$ cat config.mk
export PLATFORM = sky130hd
export DESIGN_NAME = ppm_p3_ascii_parser
export DESIGN_NICKNAME = d
export VERILOG_FILES = /design/src/hw/rtl/ppm_pkg.sv /design/src/hw/rtl/ppm_p3_ascii_parser.sv
export SDC_FILE = /design/constraint.sdc
export NUM_CORES = 1
export LEC_CHECK = 0
export BUFFER_PORTS_ARGS = -buffer_cell sky130_fd_sc_hd__buf_4
export CAP_MARGIN = 20
export CORE_MARGIN = 10
export CORE_UTILIZATION = 55
export DETAILED_ROUTE_END_ITERATION = 6
export PLACE_DENSITY = 0.72
export SYNTH_ARGS = -nofsm -noshare
export SYNTH_HDL_FRONTEND = slang
export SYNTH_SLANG_ARGS = --single-unit
$ cat constraint.sdc
create_clock -name clk -period 13.4 [get_ports clk]
set_input_delay 2.68 -clock clk [delete_from_list [all_inputs] [get_ports clk]]
set_output_delay 2.68 -clock clk [all_outputs]
set_load 0.1 [all_outputs]
$ cat src/hw/rtl/ppm_pkg.sv
package ppm_pkg;

  localparam int unsigned MAX_DIM_DEFAULT    = 4096;
  localparam int unsigned MAX_SAMPLE_DEFAULT = 65535;
  localparam int unsigned DIM_FIELD_MAX      = 8191;

  localparam int unsigned RES_DEPTH = 4;
  localparam int unsigned RES_AW    = $clog2(RES_DEPTH);

  localparam logic [7:0] CH_NL    = 8'h0A;
  localparam logic [7:0] CH_SPACE = 8'h20;
  localparam logic [7:0] CH_HASH  = 8'h23;
  localparam logic [7:0] CH_0     = 8'h30;
  localparam logic [7:0] CH_3     = 8'h33;
  localparam logic [7:0] CH_9     = 8'h39;
  localparam logic [7:0] CH_P     = 8'h50;

  localparam logic [25:0] COUNT_MAX = 26'h3FFFFFF;

  typedef enum logic [1:0] {
    EV_SAMPLE = 2'd0,
    EV_HEADER = 2'd1,
    EV_ACCEPT = 2'd2,
    EV_ERROR  = 2'd3
  } event_t;

  typedef enum logic [2:0] {
    ERR_NONE        = 3'd0,
    ERR_DIMS_EXTRA  = 3'd1,
    ERR_ZERO_DIM    = 3'd2,
    ERR_MAXV_EXTRA  = 3'd3,
    ERR_PIXEL_CHAR  = 3'd4,
    ERR_COUNT       = 3'd5,
    ERR_TOO_LARGE   = 3'd6
  } err_t;

  localparam err_t ERR_BAD_MAGIC = ERR_NONE;

  typedef enum logic [2:0] {
    PH_MAGIC   = 3'd0,
    PH_DIMS    = 3'd1,
    PH_COMMENT = 3'd2,
    PH_MAXVAL  = 3'd3,
    PH_PIXELS  = 3'd4,
    PH_HALT    = 3'd5
  } phase_t;

  typedef struct packed {
    logic        is_final;
    err_t        error_code;
    logic [15:0] max_value;
    logic [12:0] height;
    logic [12:0] width;
    logic [15:0] sample_value;
    event_t      event_res;
  } result_t;

endpackage

$ cat src/hw/rtl/ppm_p3_ascii_parser.sv
// PPM P3 header and sample parser.
// The slave channel takes one file byte per word; tlast marks the final byte
// of the file. Each byte is parsed in the cycle it is accepted and its results
// (none, one or two) are written to a four-word result queue, from which they
// are offered on the master channel in the order they were written.
// tuser carries the event kind and tlast marks the last result of a byte.
// The block takes one byte per cycle; the only limit is the result queue,
// which accepts a byte only while it has room for two results, so a stalled
// receiver holds the input off once three or more results are waiting.
// Bytes that give at most one result each sustain one byte per cycle while
// the receiver keeps up. A file can end with a result pair (sample plus
// verdict), sent as two words. After the final byte the parser state returns to
// its reset values, ready for the next file. After an error the rest of the
// file is dropped without results until its final byte.
// Reset empties the result queue and puts the parser at the magic line.
// The product width*height*3 used for the final count check is registered
// every cycle from the stored dimensions, which are stable before any pixel.
module ppm_p3_ascii_parser #(
  parameter int unsigned MAX_DIM    = ppm_pkg::MAX_DIM_DEFAULT,
  parameter int unsigned MAX_SAMPLE = ppm_pkg::MAX_SAMPLE_DEFAULT
) (
  input  logic        clk,
  input  logic        rst,
  input  logic        s_axis_tvalid,
  output logic        s_axis_tready,
  input  logic [7:0]  s_axis_tdata,   // byte_req
  input  logic        s_axis_tlast,   // is_last
  output logic        m_axis_tvalid,
  input  logic        m_axis_tready,
  output logic [63:0] m_axis_tdata,   // sample_value, width, height, max_value, error_code
  output logic [1:0]  m_axis_tuser,   // event_res
  output logic        m_axis_tlast    // is_final
);

  localparam int unsigned DIM_LIMIT =
    (MAX_DIM < ppm_pkg::DIM_FIELD_MAX) ? MAX_DIM : ppm_pkg::DIM_FIELD_MAX;

  ppm_pkg::phase_t phase, ph;
  logic [1:0]  magic_pos, mpos;
  logic        magic_bad, mbad;
  logic        line_start, ls;
  logic        prev_was_space, pws;
  logic [1:0]  separator_count, sep;
  logic [12:0] width_acc, wa;
  logic [12:0] height_acc, ha;
  logic [15:0] maxval_acc, mv;
  logic [15:0] number_acc, na;
  logic        token_pending, tp;
  logic [25:0] sample_count, sc;
  logic [27:0] need;
  logic [25:0] dim_prod;

  logic        in_fire;
  logic        is_digit, is_space, is_nl;
  logic [3:0]  digit_val;
  logic [15:0] acc_sel;
  logic [19:0] acc_mul, acc_bound;
  logic        acc_ovf;

  ppm_pkg::event_t ev_slot [2];
  logic [15:0]     sv_slot [2];
  ppm_pkg::err_t   ec_slot [2];
  logic [1:0]      n_res;
  ppm_pkg::result_t res0, res1;

  ppm_pkg::result_t res_q [ppm_pkg::RES_DEPTH];
  logic [ppm_pkg::RES_AW-1:0] wr_ptr, rd_ptr;
  logic [ppm_pkg::RES_AW:0]   count, count_next;
  logic                       pop;
  logic [1:0]                 push_n;

  assign in_fire       = s_axis_tvalid && s_axis_tready;
  assign s_axis_tready = (count <= (ppm_pkg::RES_AW + 1)'(ppm_pkg::RES_DEPTH - 2));

  assign is_digit  = (s_axis_tdata >= ppm_pkg::CH_0) && (s_axis_tdata <= ppm_pkg::CH_9);
  assign is_space  = (s_axis_tdata == ppm_pkg::CH_SPACE);
  assign is_nl     = (s_axis_tdata == ppm_pkg::CH_NL);
  assign digit_val = 4'(s_axis_tdata - ppm_pkg::CH_0);

  always_comb begin
    unique case (phase)
      ppm_pkg::PH_DIMS:   acc_sel = (separator_count == 2'd0) ? {3'b0, width_acc}
                                                              : {3'b0, height_acc};
      ppm_pkg::PH_MAXVAL: acc_sel = maxval_acc;
      default:            acc_sel = number_acc;
    endcase
  end

  assign acc_mul   = {1'b0, acc_sel, 3'b0} + {3'b0, acc_sel, 1'b0} + {16'b0, digit_val};
  assign acc_bound = (phase == ppm_pkg::PH_DIMS) ? 20'(DIM_LIMIT) : 20'(MAX_SAMPLE);
  assign acc_ovf   = (acc_mul > acc_bound);

  // One byte: character handling, then line end (newline or final byte),
  // then the final check.
  always_comb begin
    ph   = phase;
    mpos = magic_pos;
    mbad = magic_bad;
    ls   = line_start;
    pws  = prev_was_space;
    sep  = separator_count;
    wa   = width_acc;
    ha   = height_acc;
    mv   = maxval_acc;
    na   = number_acc;
    tp   = token_pending;
    sc   = sample_count;
    n_res = 2'd0;
    for (int i = 0; i < 2; i++) begin
      ev_slot[i] = ppm_pkg::EV_SAMPLE;
      sv_slot[i] = 16'd0;
      ec_slot[i] = ppm_pkg::ERR_NONE;
    end

    if (ph != ppm_pkg::PH_HALT && !is_nl) begin
      unique case (ph)
        ppm_pkg::PH_MAGIC: begin
          if (mpos >= 2'd2 ||
              s_axis_tdata != ((mpos == 2'd0) ? ppm_pkg::CH_P : ppm_pkg::CH_3)) begin
            mbad = 1'b1;
          end
          if (mpos < 2'd3) begin
            mpos = mpos + 2'd1;
          end
        end
        ppm_pkg::PH_DIMS: begin
          if (ls && s_axis_tdata == ppm_pkg::CH_HASH) begin
            ph = ppm_pkg::PH_COMMENT;
          end else if (sep >= 2'd2) begin
            ev_slot[n_res[0]] = ppm_pkg::EV_ERROR;
            ec_slot[n_res[0]] = ppm_pkg::ERR_DIMS_EXTRA;
            n_res = n_res + 2'd1;
            ph = ppm_pkg::PH_HALT;
          end else if (is_digit) begin
            if (acc_ovf) begin
              ev_slot[n_res[0]] = ppm_pkg::EV_ERROR;
              ec_slot[n_res[0]] = ppm_pkg::ERR_TOO_LARGE;
              n_res = n_res + 2'd1;
              ph = ppm_pkg::PH_HALT;
            end else if (sep == 2'd0) begin
              wa = acc_mul[12:0];
            end else begin
              ha = acc_mul[12:0];
            end
          end else if (is_space && !ls && !pws) begin
            sep = sep + 2'd1;
          end
        end
        ppm_pkg::PH_MAXVAL: begin
          if (sep >= 2'd1) begin
            ev_slot[n_res[0]] = ppm_pkg::EV_ERROR;
            ec_slot[n_res[0]] = ppm_pkg::ERR_MAXV_EXTRA;
            n_res = n_res + 2'd1;
            ph = ppm_pkg::PH_HALT;
          end else if (is_digit) begin
            if (acc_ovf) begin
              ev_slot[n_res[0]] = ppm_pkg::EV_ERROR;
              ec_slot[n_res[0]] = ppm_pkg::ERR_TOO_LARGE;
              n_res = n_res + 2'd1;
              ph = ppm_pkg::PH_HALT;
            end else begin
              mv = acc_mul[15:0];
            end
          end else if (is_space && !ls && !pws) begin
            sep = sep + 2'd1;
          end
        end
        ppm_pkg::PH_PIXELS: begin
          if (is_digit) begin
            if (acc_ovf) begin
              ev_slot[n_res[0]] = ppm_pkg::EV_ERROR;
              ec_slot[n_res[0]] = ppm_pkg::ERR_TOO_LARGE;
              n_res = n_res + 2'd1;
              ph = ppm_pkg::PH_HALT;
            end else begin
              na = acc_mul[15:0];
              tp = 1'b1;
            end
          end else if (is_space) begin
            if (tp) begin
              ev_slot[n_res[0]] = ppm_pkg::EV_SAMPLE;
              sv_slot[n_res[0]] = na;
              n_res = n_res + 2'd1;
              if (sc != ppm_pkg::COUNT_MAX) begin
                sc = sc + 26'd1;
              end
              na = 16'd0;
              tp = 1'b0;
            end
          end else begin
            ev_slot[n_res[0]] = ppm_pkg::EV_ERROR;
            ec_slot[n_res[0]] = ppm_pkg::ERR_PIXEL_CHAR;
            n_res = n_res + 2'd1;
            ph = ppm_pkg::PH_HALT;
          end
        end
        default: begin
        end
      endcase
      pws = is_space;
      ls  = 1'b0;
    end

    if (ph != ppm_pkg::PH_HALT && (is_nl || s_axis_tlast)) begin
      unique case (ph)
        ppm_pkg::PH_MAGIC: begin
          if (mbad || mpos != 2'd2) begin
            ev_slot[n_res[0]] = ppm_pkg::EV_ERROR;
            ec_slot[n_res[0]] = ppm_pkg::ERR_BAD_MAGIC;
            n_res = n_res + 2'd1;
            ph = ppm_pkg::PH_HALT;
          end else begin
            ph = ppm_pkg::PH_DIMS;
          end
        end
        ppm_pkg::PH_DIMS: begin
          if (wa == 13'd0 || ha == 13'd0) begin
            ev_slot[n_res[0]] = ppm_pkg::EV_ERROR;
            ec_slot[n_res[0]] = ppm_pkg::ERR_ZERO_DIM;
            n_res = n_res + 2'd1;
            ph = ppm_pkg::PH_HALT;
          end else begin
            ph = ppm_pkg::PH_MAXVAL;
          end
        end
        ppm_pkg::PH_COMMENT: ph = ppm_pkg::PH_DIMS;
        ppm_pkg::PH_MAXVAL: begin
          ev_slot[n_res[0]] = ppm_pkg::EV_HEADER;
          n_res = n_res + 2'd1;
          ph = ppm_pkg::PH_PIXELS;
        end
        ppm_pkg::PH_PIXELS: begin
          if (tp) begin
            ev_slot[n_res[0]] = ppm_pkg::EV_SAMPLE;
            sv_slot[n_res[0]] = na;
            n_res = n_res + 2'd1;
            if (sc != ppm_pkg::COUNT_MAX) begin
              sc = sc + 26'd1;
            end
            na = 16'd0;
            tp = 1'b0;
          end
        end
        default: begin
        end
      endcase
      ls  = 1'b1;
      pws = 1'b0;
      sep = 2'd0;
    end

    if (ph != ppm_pkg::PH_HALT && s_axis_tlast) begin
      unique case (ph)
        ppm_pkg::PH_PIXELS: begin
          if ({2'b0, sc} == need) begin
            ev_slot[n_res[0]] = ppm_pkg::EV_ACCEPT;
          end else begin
            ev_slot[n_res[0]] = ppm_pkg::EV_ERROR;
            ec_slot[n_res[0]] = ppm_pkg::ERR_COUNT;
          end
          n_res = n_res + 2'd1;
        end
        ppm_pkg::PH_MAXVAL: begin
          ev_slot[n_res[0]] = ppm_pkg::EV_ERROR;
          ec_slot[n_res[0]] = ppm_pkg::ERR_COUNT;
          n_res = n_res + 2'd1;
        end
        default: begin
          ev_slot[n_res[0]] = ppm_pkg::EV_ERROR;
          ec_slot[n_res[0]] = ppm_pkg::ERR_ZERO_DIM;
          n_res = n_res + 2'd1;
        end
      endcase
      ph = ppm_pkg::PH_HALT;
    end
  end

  always_comb begin
    res0.event_res    = ev_slot[0];
    res0.sample_value = sv_slot[0];
    res0.width        = wa;
    res0.height       = ha;
    res0.max_value    = mv;
    res0.error_code   = ec_slot[0];
    res0.is_final     = (n_res == 2'd1);
    res1.event_res    = ev_slot[1];
    res1.sample_value = sv_slot[1];
    res1.width        = wa;
    res1.height       = ha;
    res1.max_value    = mv;
    res1.error_code   = ec_slot[1];
    res1.is_final     = 1'b1;
  end

  assign dim_prod = 26'(width_acc) * 26'(height_acc);

  always_ff @(posedge clk) begin
    need <= {2'b0, dim_prod} + {1'b0, dim_prod, 1'b0};
  end

  always_ff @(posedge clk) begin
    if (rst) begin
      phase           <= ppm_pkg::PH_MAGIC;
      magic_pos       <= 2'd0;
      magic_bad       <= 1'b0;
      line_start      <= 1'b1;
      prev_was_space  <= 1'b0;
      separator_count <= 2'd0;
      width_acc       <= 13'd0;
      height_acc      <= 13'd0;
      maxval_acc      <= 16'd0;
      number_acc      <= 16'd0;
      token_pending   <= 1'b0;
      sample_count    <= 26'd0;
    end else if (in_fire) begin
      if (s_axis_tlast) begin
        phase           <= ppm_pkg::PH_MAGIC;
        magic_pos       <= 2'd0;
        magic_bad       <= 1'b0;
        line_start      <= 1'b1;
        prev_was_space  <= 1'b0;
        separator_count <= 2'd0;
        width_acc       <= 13'd0;
        height_acc      <= 13'd0;
        maxval_acc      <= 16'd0;
        number_acc      <= 16'd0;
        token_pending   <= 1'b0;
        sample_count    <= 26'd0;
      end else begin
        phase           <= ph;
        magic_pos       <= mpos;
        magic_bad       <= mbad;
        line_start      <= ls;
        prev_was_space  <= pws;
        separator_count <= sep;
        width_acc       <= wa;
        height_acc      <= ha;
        maxval_acc      <= mv;
        number_acc      <= na;
        token_pending   <= tp;
        sample_count    <= sc;
      end
    end
  end

  assign push_n     = in_fire ? n_res : 2'd0;
  assign pop        = m_axis_tvalid && m_axis_tready;
  assign count_next = count + (ppm_pkg::RES_AW + 1)'(push_n)
                      - (ppm_pkg::RES_AW + 1)'(pop);

  always_ff @(posedge clk) begin
    if (push_n != 2'd0) begin
      res_q[wr_ptr] <= res0;
    end
    if (push_n == 2'd2) begin
      res_q[wr_ptr + ppm_pkg::RES_AW'(1)] <= res1;
    end
  end

  always_ff @(posedge clk) begin
    if (rst) begin
      wr_ptr <= '0;
      rd_ptr <= '0;
      count  <= '0;
    end else begin
      wr_ptr <= wr_ptr + ppm_pkg::RES_AW'(push_n);
      if (pop) begin
        rd_ptr <= rd_ptr + ppm_pkg::RES_AW'(1);
      end
      count <= count_next;
    end
  end

  assign m_axis_tvalid = (count != '0);
  assign m_axis_tuser  = res_q[rd_ptr].event_res;
  assign m_axis_tlast  = res_q[rd_ptr].is_final;
  assign m_axis_tdata  = {3'b0,
                          res_q[rd_ptr].error_code,
                          res_q[rd_ptr].max_value,
                          res_q[rd_ptr].height,
                          res_q[rd_ptr].width,
                          res_q[rd_ptr].sample_value};

endmodule
==> impl_metrics.yaml <==
outcome:
  outcome: "finished with violations"
  violations: "DRC"
floorplanning:
  start_util_pct: 55.6
  die_area_um2: 58700
  io_pins: 82
  dieWidth_um: 242
  placement_rows: 81
  fp.dieH_um: 242
  core-area_um2: 49000
global_routing:
  grt_pass1_vias: 21800
  top_usage_layer: "met2"
  grt_max_degree: 69
  use_met3_pct: 3.62
  track_usage_pct: 25.6
  antenna_found_initial: 0
  use_met2_pct: 43.1
  use_met1_pct: 32.7
  gr-total-overflow: 0
  grt_pass1_wl_um: 121000
sta:
  hold_viol_final: 0
  fin_worst_skew_ps: 13.7
  tightest_slew_ps: 1080
  fin_ws_ps: 1270
  holdWs_ps: 474
  fmax_mhz: 82.5
  period_needed_ps: 12130
  slew_headroom_pct: 27.8
  period_share_pct: 90.5
  maxSlewViolCount: 0
  rsz0062_at_grt: "no"
  setup_tns_ps: 0
  setup_viol: 0
yosys:
  syn_inst: 2763
  yosysMostFrequentCell: "nor2_1"
  yosysSeqAreaShare_pct: 37.8
  synthAdderAreaFrac_pct: 16.4
  synth_top_family_by_area: "simple AND/OR/NAND/NOR gates"
  synth_area_um2: 27200
  synth-xor-area-share_pct: 4.12
  synth_area_leaders: "edfxtp_1, dfxtp_1, fa_1"
  synth-simple-area-share_pct: 18.1
  synthArstFlopShare_pct: 0
  synthMuxAreaShare_pct: 7.59
  synth-edff-count: 252
  synth_cell_types: 89
  ys_warn_count: 0
  synth_compound_area_share_pct: 11.0
  yosysTopAreaCellShare_pct: 27.8
  syn_area_per_cell_um2: 9.84
  yosys-top-cells-count: "nor2_1, edfxtp_1, nand2_1"
  yosysTopAreaCell: "edfxtp_1"
  synth_flop_cell: "edfxtp_1"
  yosys_register_bits: 388
worst_setup_path:
  start_kind: "input port"
  crit_arrival_ps: 12310
  path_class: "in2reg"
  reg2reg_slack_ps: 1640
  endpoint_kind: "flip-flop"
  slowest_delay_ps: 670
  slowest_stage: "buf_4"
  path_max_fanout: 63
  worstPathRequired_ps: 13580
  critPathMostFrequentCell: "buf_4"
clock_tree:
  clockBufferDepth: 3
  numCtsBuffers: 41
  htree_levels: 2
  cts_root_buf: "clkbuf_16"
  postCtsSetupRepairBufs: 0
  cts_sinks: 388
  insertion_delay_ps: 570
  postCtsHoldBufs: 0
  cts_tree: "built"
  clk_pin_slew_ps: 60
  cts_resized: 0
layout:
  drive_gt1_share_pct: 11.1
  fillerInstances: 4084
  area_growth_pct: 9.64
  nets: 3066
  antenna_cells: 0
hold_path:
  hp-class: "reg2reg"
placed_design:
  dpl_worst_slack_ps: 761
  post-dp-hpwl_um: 54600
  place_congestion: 0.957
  port_buffers: 78
detailed_routing:
  route.detailed.drc: 15
  wire_per_inst_um: 21.9
  antenna_left: 0
  firstDrtPassIters: 7
  drt-total-wl_um: 75900
  vias_per_cell: 6.18
  drt_iter0_markers: 1961
  vias: 21400
pwr:
  internal-power_mw: 2.33
  ir_drop_uv: 148
  switching_share_pct: 37.7
  pwr-share-comb_pct: 31.0
  pwr-share-seq_pct: 36.5
  power_mw: 3.74
  netSwitchingPower_mw: 1.41
  powerDensity_nw_per_um2: 125
  power_frac_clock_pct: 32.6
  p_leak_nw: 11.4
job:
  max_cap_violations: 0
-- state kept, by name, summed over array words and instances, names as in the netlist, named ones only --
signal,flops
count,3
height_acc,13
line_start,1
magic_bad,1
magic_pos,2
maxval_acc,16
need,28
number_acc,16
phase,3
prev_was_space,1
rd_ptr,2
res_q,256
sample_count,26
separator_count,2
token_pending,1
width_acc,13
wr_ptr,2
-- power groups by stage --
| stage | Sequential (mW) | Clock [mW] | Combinational [mW] |
|---|---|---|---|
| floorplan | 1.36 | 0 | 0.932 |
| CTS | 1.37 | 1.23 | 1.17 |
| finish | 1.36 | 1.22 | 1.16 |
| global route | 1.37 | 1.28 | 1.20 |
| global placement | 1.39 | 0 | 1.16 |
| detailed placement | 1.39 | 0 | 1.17 |
-- area by class of cell --
| type | instances | area (µm²) | share of cell area, % |
|---|---|---|---|
| multi-input combinational | 2023 | 15600 | 52.3 |
| timing repair buffer | 129 | 973 | 3.26 |
| tap | 664 | 831 | 2.79 |
| clock buffer | 48 | 1070 | 3.60 |
| clock inverter | 27 | 355 | 1.19 |
| inverter | 189 | 709 | 2.38 |
| sequential | 388 | 10300 | 34.5 |
-- routing by layer --
metal / wire length, µm / share of wire (%) / vias up
met5: 0 / 0 / -
met1: 30800 / 41 / 10600
li1: - / - / 9776
met2: 36600 / 48 / 904
met4: 3040 / 4.0 / 0
met3: 5470 / 7.2 / 178
-- path summary, 6_finish.rpt --
check / start / end / cells after the start
setup / recovery: s_axis_tdata[3] / res_q[0][39] / 34
hold / removal: res_q[0][63] / res_q[0][63] / 2
setup reg to reg: separator_count[0] / res_q[0][39] / 39
hold reg to reg: res_q[0][63] / res_q[0][63] / 2
-- logic make-up after synthesis --
group,count (synthesis)
AO/OA/AOI/OAI,445
XOR/XNOR,113
adder cells (fa/ha/maj),281
buffers and inverters,354
flip-flops,388
multiplexers,126
other,1
AND/OR/NAND/NOR,1055
-- worst max-delay path: cells and delay by family --
kind	cells	cell delay, ps
AO/OA/AOI/OAI	11	2630
XOR/XNOR	1	180
adder cells (fa/ha/maj)	4	1450
buffers and inverters	8	1780
multiplexers	2	660
AND/OR/NAND/NOR	8	2840
-- stage by stage --
step                      cells  util (%)  area [µm²]
after floorplan            2765         -       27200
after global placement     3391      58.0       28400
after detailed placement   3391      58.0       28400
after CTS                  3466      60.9       29800
after global routing       3468      60.9       29800
final                      3468      60.9       29800
-- cells in the final DEF (no fill, tap or decap), drive strengths merged, types with 8 or more instances in the layout --
cell	Yosys	routed
bufinv	0	8
o31ai	17	17
nand4	25	25
buf	23	128
a211oi	15	15
o21ai	75	75
clkinv	0	14
ha	156	156
mux2i	61	61
a22oi	71	71
mux4	64	64
clkbuf	142	49
or2	13	13
nor4	28	28
fa	125	125
nor2b	26	26
edfxtp	252	252
o32ai	9	9
and2	79	79
a21o	17	17
nand2	226	226
xor2	32	32
a21boi	15	15
a21oi	110	110
o22ai	19	19
and3	17	17
nor3	44	44
nor2	453	453
or4	19	19
o211ai	21	21
dfxtp	136	136
xnor2	72	72
a32oi	10	10
or3	24	24
nand2b	17	17
a31oi	8	8
nand3	52	52
inv	189	191
Note: power is estimated with default switching activity, not from simulation.
